$ cat src/ghdc_pkg.sv
// Shared types, constants and calendar helper functions for the date converter.
// No dependencies; every other file in src refers to it by scoped names.
`default_nettype none

package ghdc_pkg;

  localparam int YEAR_W = 17;       // signed year inside the datapath
  localparam int CNT_W  = 26;       // signed absolute day count
  localparam int DIV_W  = 34;       // signed dividend of the shared divider
  localparam int MAG_W  = DIV_W - 1;
  localparam int DVS_W  = 18;       // divisor width
  localparam int OFF_W  = 9;        // day offset within a year
  localparam int RCP_W  = 31;       // reciprocal width
  localparam int RCP_SH = MAG_W;    // reciprocals are scaled by 2**RCP_SH

  localparam int HIJ_DAY0 = 227015; // day count of the first day of Hijri year 1

  localparam logic MODE_G2H = 1'b0;

  typedef logic signed [YEAR_W-1:0] year_t;
  typedef logic signed [CNT_W-1:0]  cnt_t;
  typedef logic signed [DIV_W-1:0]  dvd_t;
  typedef logic [DVS_W-1:0]         dvs_t;
  typedef logic [OFF_W-1:0]         off_t;
  typedef logic [RCP_W-1:0]         rcp_t;

  localparam dvs_t DVS_CENTURY  = dvs_t'(100);
  localparam dvs_t DVS_HIJ_CYC  = dvs_t'(30);
  localparam dvs_t DVS_HIJ_EST  = dvs_t'(10631);
  localparam dvs_t DVS_GREG_EST = dvs_t'(146097);
  localparam dvs_t DVS_WEEK     = dvs_t'(7);

  // floor(2**RCP_SH / divisor): the quotient estimate is low by at most one.
  localparam rcp_t RCP_CENTURY  = rcp_t'(85899345);
  localparam rcp_t RCP_HIJ_CYC  = rcp_t'(286331153);
  localparam rcp_t RCP_HIJ_EST  = rcp_t'(808008);
  localparam rcp_t RCP_GREG_EST = rcp_t'(58796);
  localparam rcp_t RCP_WEEK     = rcp_t'(1227133513);

  typedef enum logic [3:0] {
    OP_NONE,
    OP_LOAD,
    OP_DIV_SRC,
    OP_SUM_SRC,
    OP_DIV_EST,
    OP_SET_EST,
    OP_DIV_LO,
    OP_SUM_LO,
    OP_DEC_YEAR,
    OP_DIV_HI,
    OP_SUM_HI,
    OP_INC_YEAR,
    OP_MON_INIT,
    OP_MON_STEP,
    OP_DIV_WK,
    OP_OUT
  } op_e;

  typedef enum logic [4:0] {
    S_IDLE,
    S_SRC_GO,
    S_SRC_WAIT,
    S_SRC_SUM,
    S_EST_GO,
    S_EST_WAIT,
    S_EST_SET,
    S_LO_GO,
    S_LO_WAIT,
    S_LO_SUM,
    S_LO_CHK,
    S_HI_GO,
    S_HI_WAIT,
    S_HI_SUM,
    S_HI_CHK,
    S_MON_INIT,
    S_MON,
    S_WK_GO,
    S_WK_WAIT,
    S_FINISH
  } state_e;

  typedef struct packed {
    op_e op;
  } cmd_t;

  typedef struct packed {
    logic div_busy;
    logic lo_gt_a;
    logic hi_le_a;
    logic mon_more;
  } status_t;

  // Days in Gregorian months before month m; months past 12 count 31 days.
  function automatic off_t greg_cum(input logic [3:0] m, input logic leap);
    off_t base;
    case (m)
      4'd0:    base = off_t'(0);
      4'd1:    base = off_t'(0);
      4'd2:    base = off_t'(31);
      4'd3:    base = off_t'(59);
      4'd4:    base = off_t'(90);
      4'd5:    base = off_t'(120);
      4'd6:    base = off_t'(151);
      4'd7:    base = off_t'(181);
      4'd8:    base = off_t'(212);
      4'd9:    base = off_t'(243);
      4'd10:   base = off_t'(273);
      4'd11:   base = off_t'(304);
      4'd12:   base = off_t'(334);
      4'd13:   base = off_t'(365);
      4'd14:   base = off_t'(396);
      4'd15:   base = off_t'(427);
      default: base = off_t'(0);
    endcase
    return base + ((leap && m >= 4'd3) ? off_t'(1) : off_t'(0));
  endfunction

  // Days in Hijri months before month m; month 0 gives minus 29.
  function automatic logic signed [9:0] hij_cum(input logic [3:0] m);
    logic signed [9:0] mm;
    mm = signed'({6'b0, m});
    return mm * 10'sd29 - 10'sd29 + signed'({7'b0, m[3:1]});
  endfunction

  function automatic logic [4:0] greg_mdays(input logic [3:0] m, input logic leap);
    logic [4:0] len;
    case (m)
      4'd2:    len = leap ? 5'd29 : 5'd28;
      4'd4:    len = 5'd30;
      4'd6:    len = 5'd30;
      4'd9:    len = 5'd30;
      4'd11:   len = 5'd30;
      default: len = 5'd31;
    endcase
    return len;
  endfunction

  function automatic logic [4:0] hij_mdays(input logic [3:0] m, input logic leap);
    return (m[0] || (m == 4'd12 && leap)) ? 5'd30 : 5'd29;
  endfunction

endpackage

`default_nettype wire

$ cat src/ghdc_ctrl.sv
// Controller state machine: sequences the divisions, year search and month search,
// and owns the input and output handshakes. Depends on ghdc_pkg.
`default_nettype none

module ghdc_ctrl (
  input  logic              clk_i,
  input  logic              rst_ni,
  input  logic              in_valid_i,
  output logic              in_ready_o,
  output logic              out_valid_o,
  input  logic              out_ready_i,
  input  ghdc_pkg::status_t status_i,
  output ghdc_pkg::cmd_t    cmd_o
);

  ghdc_pkg::state_e state_q, state_d;
  logic             out_valid_q, out_valid_d;
  logic             out_free;

  assign out_free = !out_valid_q || out_ready_i;

  always_comb begin
    state_d = state_q;
    case (state_q)
      ghdc_pkg::S_IDLE:     if (in_valid_i) state_d = ghdc_pkg::S_SRC_GO;
      ghdc_pkg::S_SRC_GO:   state_d = ghdc_pkg::S_SRC_WAIT;
      ghdc_pkg::S_SRC_WAIT: if (!status_i.div_busy) state_d = ghdc_pkg::S_SRC_SUM;
      ghdc_pkg::S_SRC_SUM:  state_d = ghdc_pkg::S_EST_GO;
      ghdc_pkg::S_EST_GO:   state_d = ghdc_pkg::S_EST_WAIT;
      ghdc_pkg::S_EST_WAIT: if (!status_i.div_busy) state_d = ghdc_pkg::S_EST_SET;
      ghdc_pkg::S_EST_SET:  state_d = ghdc_pkg::S_LO_GO;
      ghdc_pkg::S_LO_GO:    state_d = ghdc_pkg::S_LO_WAIT;
      ghdc_pkg::S_LO_WAIT:  if (!status_i.div_busy) state_d = ghdc_pkg::S_LO_SUM;
      ghdc_pkg::S_LO_SUM:   state_d = ghdc_pkg::S_LO_CHK;
      ghdc_pkg::S_LO_CHK:   state_d = status_i.lo_gt_a ? ghdc_pkg::S_LO_GO : ghdc_pkg::S_HI_GO;
      ghdc_pkg::S_HI_GO:    state_d = ghdc_pkg::S_HI_WAIT;
      ghdc_pkg::S_HI_WAIT:  if (!status_i.div_busy) state_d = ghdc_pkg::S_HI_SUM;
      ghdc_pkg::S_HI_SUM:   state_d = ghdc_pkg::S_HI_CHK;
      ghdc_pkg::S_HI_CHK:   state_d = status_i.hi_le_a ? ghdc_pkg::S_HI_GO : ghdc_pkg::S_MON_INIT;
      ghdc_pkg::S_MON_INIT: state_d = ghdc_pkg::S_MON;
      ghdc_pkg::S_MON:      if (!status_i.mon_more) state_d = ghdc_pkg::S_WK_GO;
      ghdc_pkg::S_WK_GO:    state_d = ghdc_pkg::S_WK_WAIT;
      ghdc_pkg::S_WK_WAIT:  if (!status_i.div_busy) state_d = ghdc_pkg::S_FINISH;
      ghdc_pkg::S_FINISH:   if (out_free) state_d = ghdc_pkg::S_IDLE;
      default:              state_d = ghdc_pkg::S_IDLE;
    endcase
  end

  always_comb begin
    cmd_o.op   = ghdc_pkg::OP_NONE;
    in_ready_o = 1'b0;
    case (state_q)
      ghdc_pkg::S_IDLE: begin
        in_ready_o = 1'b1;
        if (in_valid_i) cmd_o.op = ghdc_pkg::OP_LOAD;
      end
      ghdc_pkg::S_SRC_GO:   cmd_o.op = ghdc_pkg::OP_DIV_SRC;
      ghdc_pkg::S_SRC_SUM:  cmd_o.op = ghdc_pkg::OP_SUM_SRC;
      ghdc_pkg::S_EST_GO:   cmd_o.op = ghdc_pkg::OP_DIV_EST;
      ghdc_pkg::S_EST_SET:  cmd_o.op = ghdc_pkg::OP_SET_EST;
      ghdc_pkg::S_LO_GO:    cmd_o.op = ghdc_pkg::OP_DIV_LO;
      ghdc_pkg::S_LO_SUM:   cmd_o.op = ghdc_pkg::OP_SUM_LO;
      ghdc_pkg::S_LO_CHK:   if (status_i.lo_gt_a) cmd_o.op = ghdc_pkg::OP_DEC_YEAR;
      ghdc_pkg::S_HI_GO:    cmd_o.op = ghdc_pkg::OP_DIV_HI;
      ghdc_pkg::S_HI_SUM:   cmd_o.op = ghdc_pkg::OP_SUM_HI;
      ghdc_pkg::S_HI_CHK:   if (status_i.hi_le_a) cmd_o.op = ghdc_pkg::OP_INC_YEAR;
      ghdc_pkg::S_MON_INIT: cmd_o.op = ghdc_pkg::OP_MON_INIT;
      ghdc_pkg::S_MON:      if (status_i.mon_more) cmd_o.op = ghdc_pkg::OP_MON_STEP;
      ghdc_pkg::S_WK_GO:    cmd_o.op = ghdc_pkg::OP_DIV_WK;
      ghdc_pkg::S_FINISH:   if (out_free) cmd_o.op = ghdc_pkg::OP_OUT;
      default:              cmd_o.op = ghdc_pkg::OP_NONE;
    endcase
  end

  always_comb begin
    out_valid_d = out_valid_q;
    if (cmd_o.op == ghdc_pkg::OP_OUT) begin
      out_valid_d = 1'b1;
    end else if (out_valid_q && out_ready_i) begin
      out_valid_d = 1'b0;
    end
  end

  always_ff @(posedge clk_i or negedge rst_ni) begin
    if (!rst_ni) begin
      state_q     <= ghdc_pkg::S_IDLE;
      out_valid_q <= 1'b0;
    end else begin
      state_q     <= state_d;
      out_valid_q <= out_valid_d;
    end
  end

  assign out_valid_o = out_valid_q;

  a_div_idle_on_start: assert property (@(posedge clk_i) disable iff (!rst_ni)
    (cmd_o.op == ghdc_pkg::OP_DIV_SRC || cmd_o.op == ghdc_pkg::OP_DIV_EST ||
     cmd_o.op == ghdc_pkg::OP_DIV_LO || cmd_o.op == ghdc_pkg::OP_DIV_HI ||
     cmd_o.op == ghdc_pkg::OP_DIV_WK) |-> !status_i.div_busy)
    else $error("divider started while busy");

  a_accept_starts: assert property (@(posedge clk_i) disable iff (!rst_ni)
    (in_valid_i && in_ready_o) |=> (state_q == ghdc_pkg::S_SRC_GO))
    else $error("accepted word did not start a conversion");

  a_hold_result: assert property (@(posedge clk_i) disable iff (!rst_ni)
    (state_q == ghdc_pkg::S_FINISH && out_valid_q && !out_ready_i)
      |=> (state_q == ghdc_pkg::S_FINISH && out_valid_q))
    else $error("pending result overwritten");

endmodule

`default_nettype wire

$ cat config.mk
export PLATFORM = sky130hd
export DESIGN_NAME = ghdc_ctrl
export DESIGN_NICKNAME = d
export VERILOG_FILES = /design/src/ghdc_pkg.sv /design/src/ghdc_ctrl.sv
export SDC_FILE = /design/constraint.sdc
export NUM_CORES = 1
export LEC_CHECK = 0
export BUFFER_PORTS_ARGS = -buffer_cell sky130_fd_sc_hd__buf_2
export CAP_MARGIN = 20
export CELL_PAD_IN_SITES_DETAIL_PLACEMENT = 1
export CELL_PAD_IN_SITES_GLOBAL_PLACEMENT = 2
export CORE_MARGIN = 5
export CORE_UTILIZATION = 30
export CTS_CLUSTER_DIAMETER = 150
export DETAILED_ROUTE_END_ITERATION = 8
export PLACE_DENSITY_LB_ADDON = 0.1
export SYNTH_ARGS = -nofsm -noshare
export SYNTH_HDL_FRONTEND = slang
export SYNTH_SLANG_ARGS = --single-unit
$ cat constraint.sdc
create_clock -name clk_i -period 2.15 [get_ports clk_i]
set_input_delay 0.1075 -clock clk_i [delete_from_list [all_inputs] [get_ports clk_i]]
set_output_delay 0.1075 -clock clk_i [all_outputs]
set_load 0.01 [all_outputs]
======== Word level (Yosys, flattened, before mapping) ========
Cells that the tools add are included.
word-level totals
  bits in latches ......................... 0
  memory bits (writable) .................. 0
  ROM bits ................................ 0
  output and inout port bits .............. 6
  flip-flop bits (word level) ............. 6
  logic and storage cells ................. 56
  memories ................................ 0
operators by class
  divide/modulo/power cells ............... 0
  $lt $le $gt $ge ......................... 0
  multipliers ............................. 0
  add/sub/neg operators ................... 0
  mux-type cells .......................... 20
  reduce and logical (&&, ||, !) cells .... 6
  shift-type cells ........................ 0
  equal/unequal tests ..................... 28
  bitwise logic cells ..................... 0
operators by type and width
  operator                                                          number
  5-bit case mux with 20 select lines                               1
  4-bit case mux with 15 select lines                               1
  5-bit by 4-bit == test with 1-bit output (second input constant)  8
  5-bit two-way mux                                                 8
  5-bit by 3-bit == test with 1-bit output (second input constant)  4
  5-bit == test (second input constant)                             4
  4-bit two-way mux                                                 5
  2-bit inequality test (second input constant)                     8
  5-bit by 2-bit == test with 1-bit output (second input constant)  2
  8-bit AND reduction                                               1
  5-bit by 1-bit == test with 1-bit output (second input constant)  1
  5-bit logical NOT                                                 1
  4-bit == test (second input constant)                             1
  1-bit two-way mux                                                 4
  3-bit two-way mux                                                 1
  2-bit nonzero test                                                1
  1-bit logical AND                                                 1
  1-bit logical NOT                                                 1
  1-bit logical OR                                                  1

======== Logic depth before layout (Yosys ltp) ========
  word-level depth ........................ 6
  depth in mapped cells ................... 6

======== Worst setup path before layout ========
OpenSTA, ideal clock, no wires.
  path type ............................... register -> output
  start point ............................. register state_q[2]
  end point ............................... output port cmd_o[0] (netlist bit)
  data required time ...................... 2,043 ps
  cell stages (with the launch flop) ...... 4
  slack ................................... 767 ps
  arrival ................................. 1,275 ps
  buffers on the path ..................... 0
  cell sequence ........................... dfrtp_1 -> or2_2 -> or3_1 -> o221ai_1
RTL lines
  element                   RTL line         RTL
  start: declaration        ghdc_ctrl.sv:16  ghdc_pkg::state_e state_q, state_d;
  start signal: assignment  ghdc_ctrl.sv:86  state_q <= ghdc_pkg::S_IDLE;
  start signal: assignment  ghdc_ctrl.sv:89  state_q <= state_d;
  end: declaration          ghdc_ctrl.sv:13  output ghdc_pkg::cmd_t cmd_o

==> out/qor.yml <==
status:
  status: "completed"
clocking:
  clk_latency_ns: 0.25
  root_buffer: "clkbuf_4"
  cts_buffers: 3
  cts_setup_buffers: 0
  clk_path_buf_depth: 2
  cts_resized: 0
  htreeDepth: 1
  cts_tree: "yes"
  clkTransAtPathRegs_ns: 0.04
  clock-sinks: 6
placement:
  portBuffers: 13
  hpwl_microns: 1250
  routabilityCongestion: 0.707
global_route:
  grt_max_degree: 23
  grtUsageTotal_pct: 13.2
  grt_pass1_wl_microns: 2680
  grt_pass1_vias: 630
  grt_overflow_total: 0
  antenna_found_initial: 0
run:
  drv_cap: 0
logic_synthesis:
  synth_edf_count: 0
  synth-warning-count: 0
  synth_area_leader_cell: "dfrtp_1"
  synth-async-reset-ratio_pct: 100
  ys_seq_elements: 6
  synthFlopType: "dfrtp_1"
  synth_top_area_share_pct: 25.2
  postSynthCellCount: 82
  synth_fp_nets: 90
  seq_area_frac_synth_pct: 25.2
  synthTopCellsByArea: "dfrtp_1, nand2_1, a21oi_1"
  synth_area_sq_um: 596
  synth_area_per_cell_sq_um: 7.26
  ys_types: 29
pwr:
  leakage_nw: 0.314
  power_density_nw_per_um2: 1510
  p_comb_share_pct: 56.5
  peakVddDrop_mv: 0.482
  intPower_mw: 0.524
  seqPwrFrac_pct: 33.5
  p_sw_share_pct: 49.8
  clkPwrFrac_pct: 10.1
  p_sw_mw: 0.520
layout:
  area_delta_synth_final_pct: 16.4
  antenna_cells: 0
  layout-drive-gt1-share_pct: 22.6
  post-route-util_pct: 36.1
  fillCellCount: 248
  final_cell_mix: "nand2_1, buf_2, a21oi_1, nor2_1, dfrtp_1"
  fin_nets: 103
sta:
  post-route-period-util_pct: 90.9
  tightestPinTransition_ns: 0.683
  setup-violations-final: 0
  slew_violations: 0
  fin_skew_ns: 0.00273
  rsz0062_at_grt: "no"
  slew_headroom_pct: 54.5
  fmax_ghz: 0.512
  tns_ns: 0
  final-hold-violation-count: 0
  min_period_ns: 1.95
hold_path:
  hp-class: "input pin to register"
route:
  wl_per_cell_microns: 13.8
  drc: 0
  initialDrtViolationCount: 3
  num_vias: 635
  wl_microns: 1660
  dr.pass1.iters: 3
  via_per_inst: 5.29
  postRouteAntennaNets: 0
floorplan:
  rows: 16
  dieArea_sq_um: 2980
  floorplan.initialDensity_pct: 31.0
  die_height_microns: 54.6
  die_w_microns: 54.6
  core_area_sq_um: 1920
  io_pins: 14
worst_setup_path:
  cp.required_ns: 2.04
  end_kind: "output pin"
  crit_arrival_ns: 1.85
  crit_type: "register to output pin"
  start_kind: "register"
  cp_max_fo: 15
-- final timing paths --
kind                        startpoint     endpoint  slack [ns]  cells after the start
setup / recovery            state_q[3]     cmd_o[0]        0.20                      4
hold / removal             out_ready_i  out_valid_o        0.19                      3
setup reg to reg            state_q[0]   state_q[0]        0.43                      5
hold reg to reg            out_valid_o  out_valid_o        0.54                      2
max in group asynchronous       rst_ni  out_valid_o        1.79                      2
min in group asynchronous       rst_ni   state_q[4]        0.22                      2
-- synth_stat cells (2+ instances only) --
cell type  number
o22ai_1         5
a21o_1          2
nor2_1          7
o21ai_0         5
nand2_1        13
a21oi_1         8
nor3_1          2
mux2i_1         2
dfrtp_1         6
a211o_1         2
buf_2           6
nor2b_1         4
a211oi_1        3
nand2b_1        2
-- cells by family (layout without fill, tap and decap cells) --
family | Yosys count | after routing | synth area share (%)
and+or+nand+nor | 37 | 37 | 31.9
AOI/OAI and AO/OA | 29 | 29 | 31.1
buffers and inverters | 7 | 18 | 6.93
DFF | 6 | 6 | 25.2
muxes | 2 | 2 | 3.36
xor gates and xnor gates | 1 | 1 | 1.47
-- routing by layer --
layer	vias to the layer above	track usage, %	routed length [microns]
met3	4	4.09	29
met4	0	7.47	41
li1	317	-	-
met5	-	0	0
met1	305	14.4	780
met2	9	22.3	803
-- worst max-delay path, cell delays in order (launching register included) --
cell	delay [ns]
dfrtp_1	0.54
or2_2	0.40
or3_1	0.34
o221ai_1	0.15
buf_2	0.16
-- registers in the layout (all words and copies together) (netlist names) --
| register | cells |
|---|---|
| state_q | 5 |
| out_valid_o | 1 |
-- per-stage QoR --
step	hold WS [ns]	area (sq um)	total power, mW	cells	setup slack [ns]
5_1_grt	0.214	693	1.15	120	0.0290
4_1_cts	0.188	693	1.07	120	0.190
2_1_floorplan	-0.188	596	0.805	82	0.767
6_report	0.191	693	1.04	120	0.195
3_3_place_gp	-0.0608	661	0.951	116	0.457
3_5_place_dp	-0.0591	661	0.953	116	0.421
-- layout make-up --
cell class	count	area (sq um)	share of cell area [%]
clock buffers	3	22.5	3.25
multi-input cells	69	404	58.3
flip-flops and latches	6	150	21.7
well taps	27	33.8	4.87
repair buffers	15	82.6	11.9
-- what timing repair did --
item                                    in CTS  in global routing
endpoints found under the setup margin       0                  0
hold buffers                                 1                  0
hold endpoints to repair                     6                  0
-- power by group through the flow --
stage	Combinational, mW	Sequential [mW]	Clock [mW]
after global placement	0.596	0.355	0
after detailed placement	0.598	0.354	0
final	0.590	0.350	0.105
after global routing	0.662	0.374	0.118
after floorplan	0.611	0.194	0
after CTS	0.602	0.351	0.111
No activity file was read; power rests on OpenSTA's default activity.
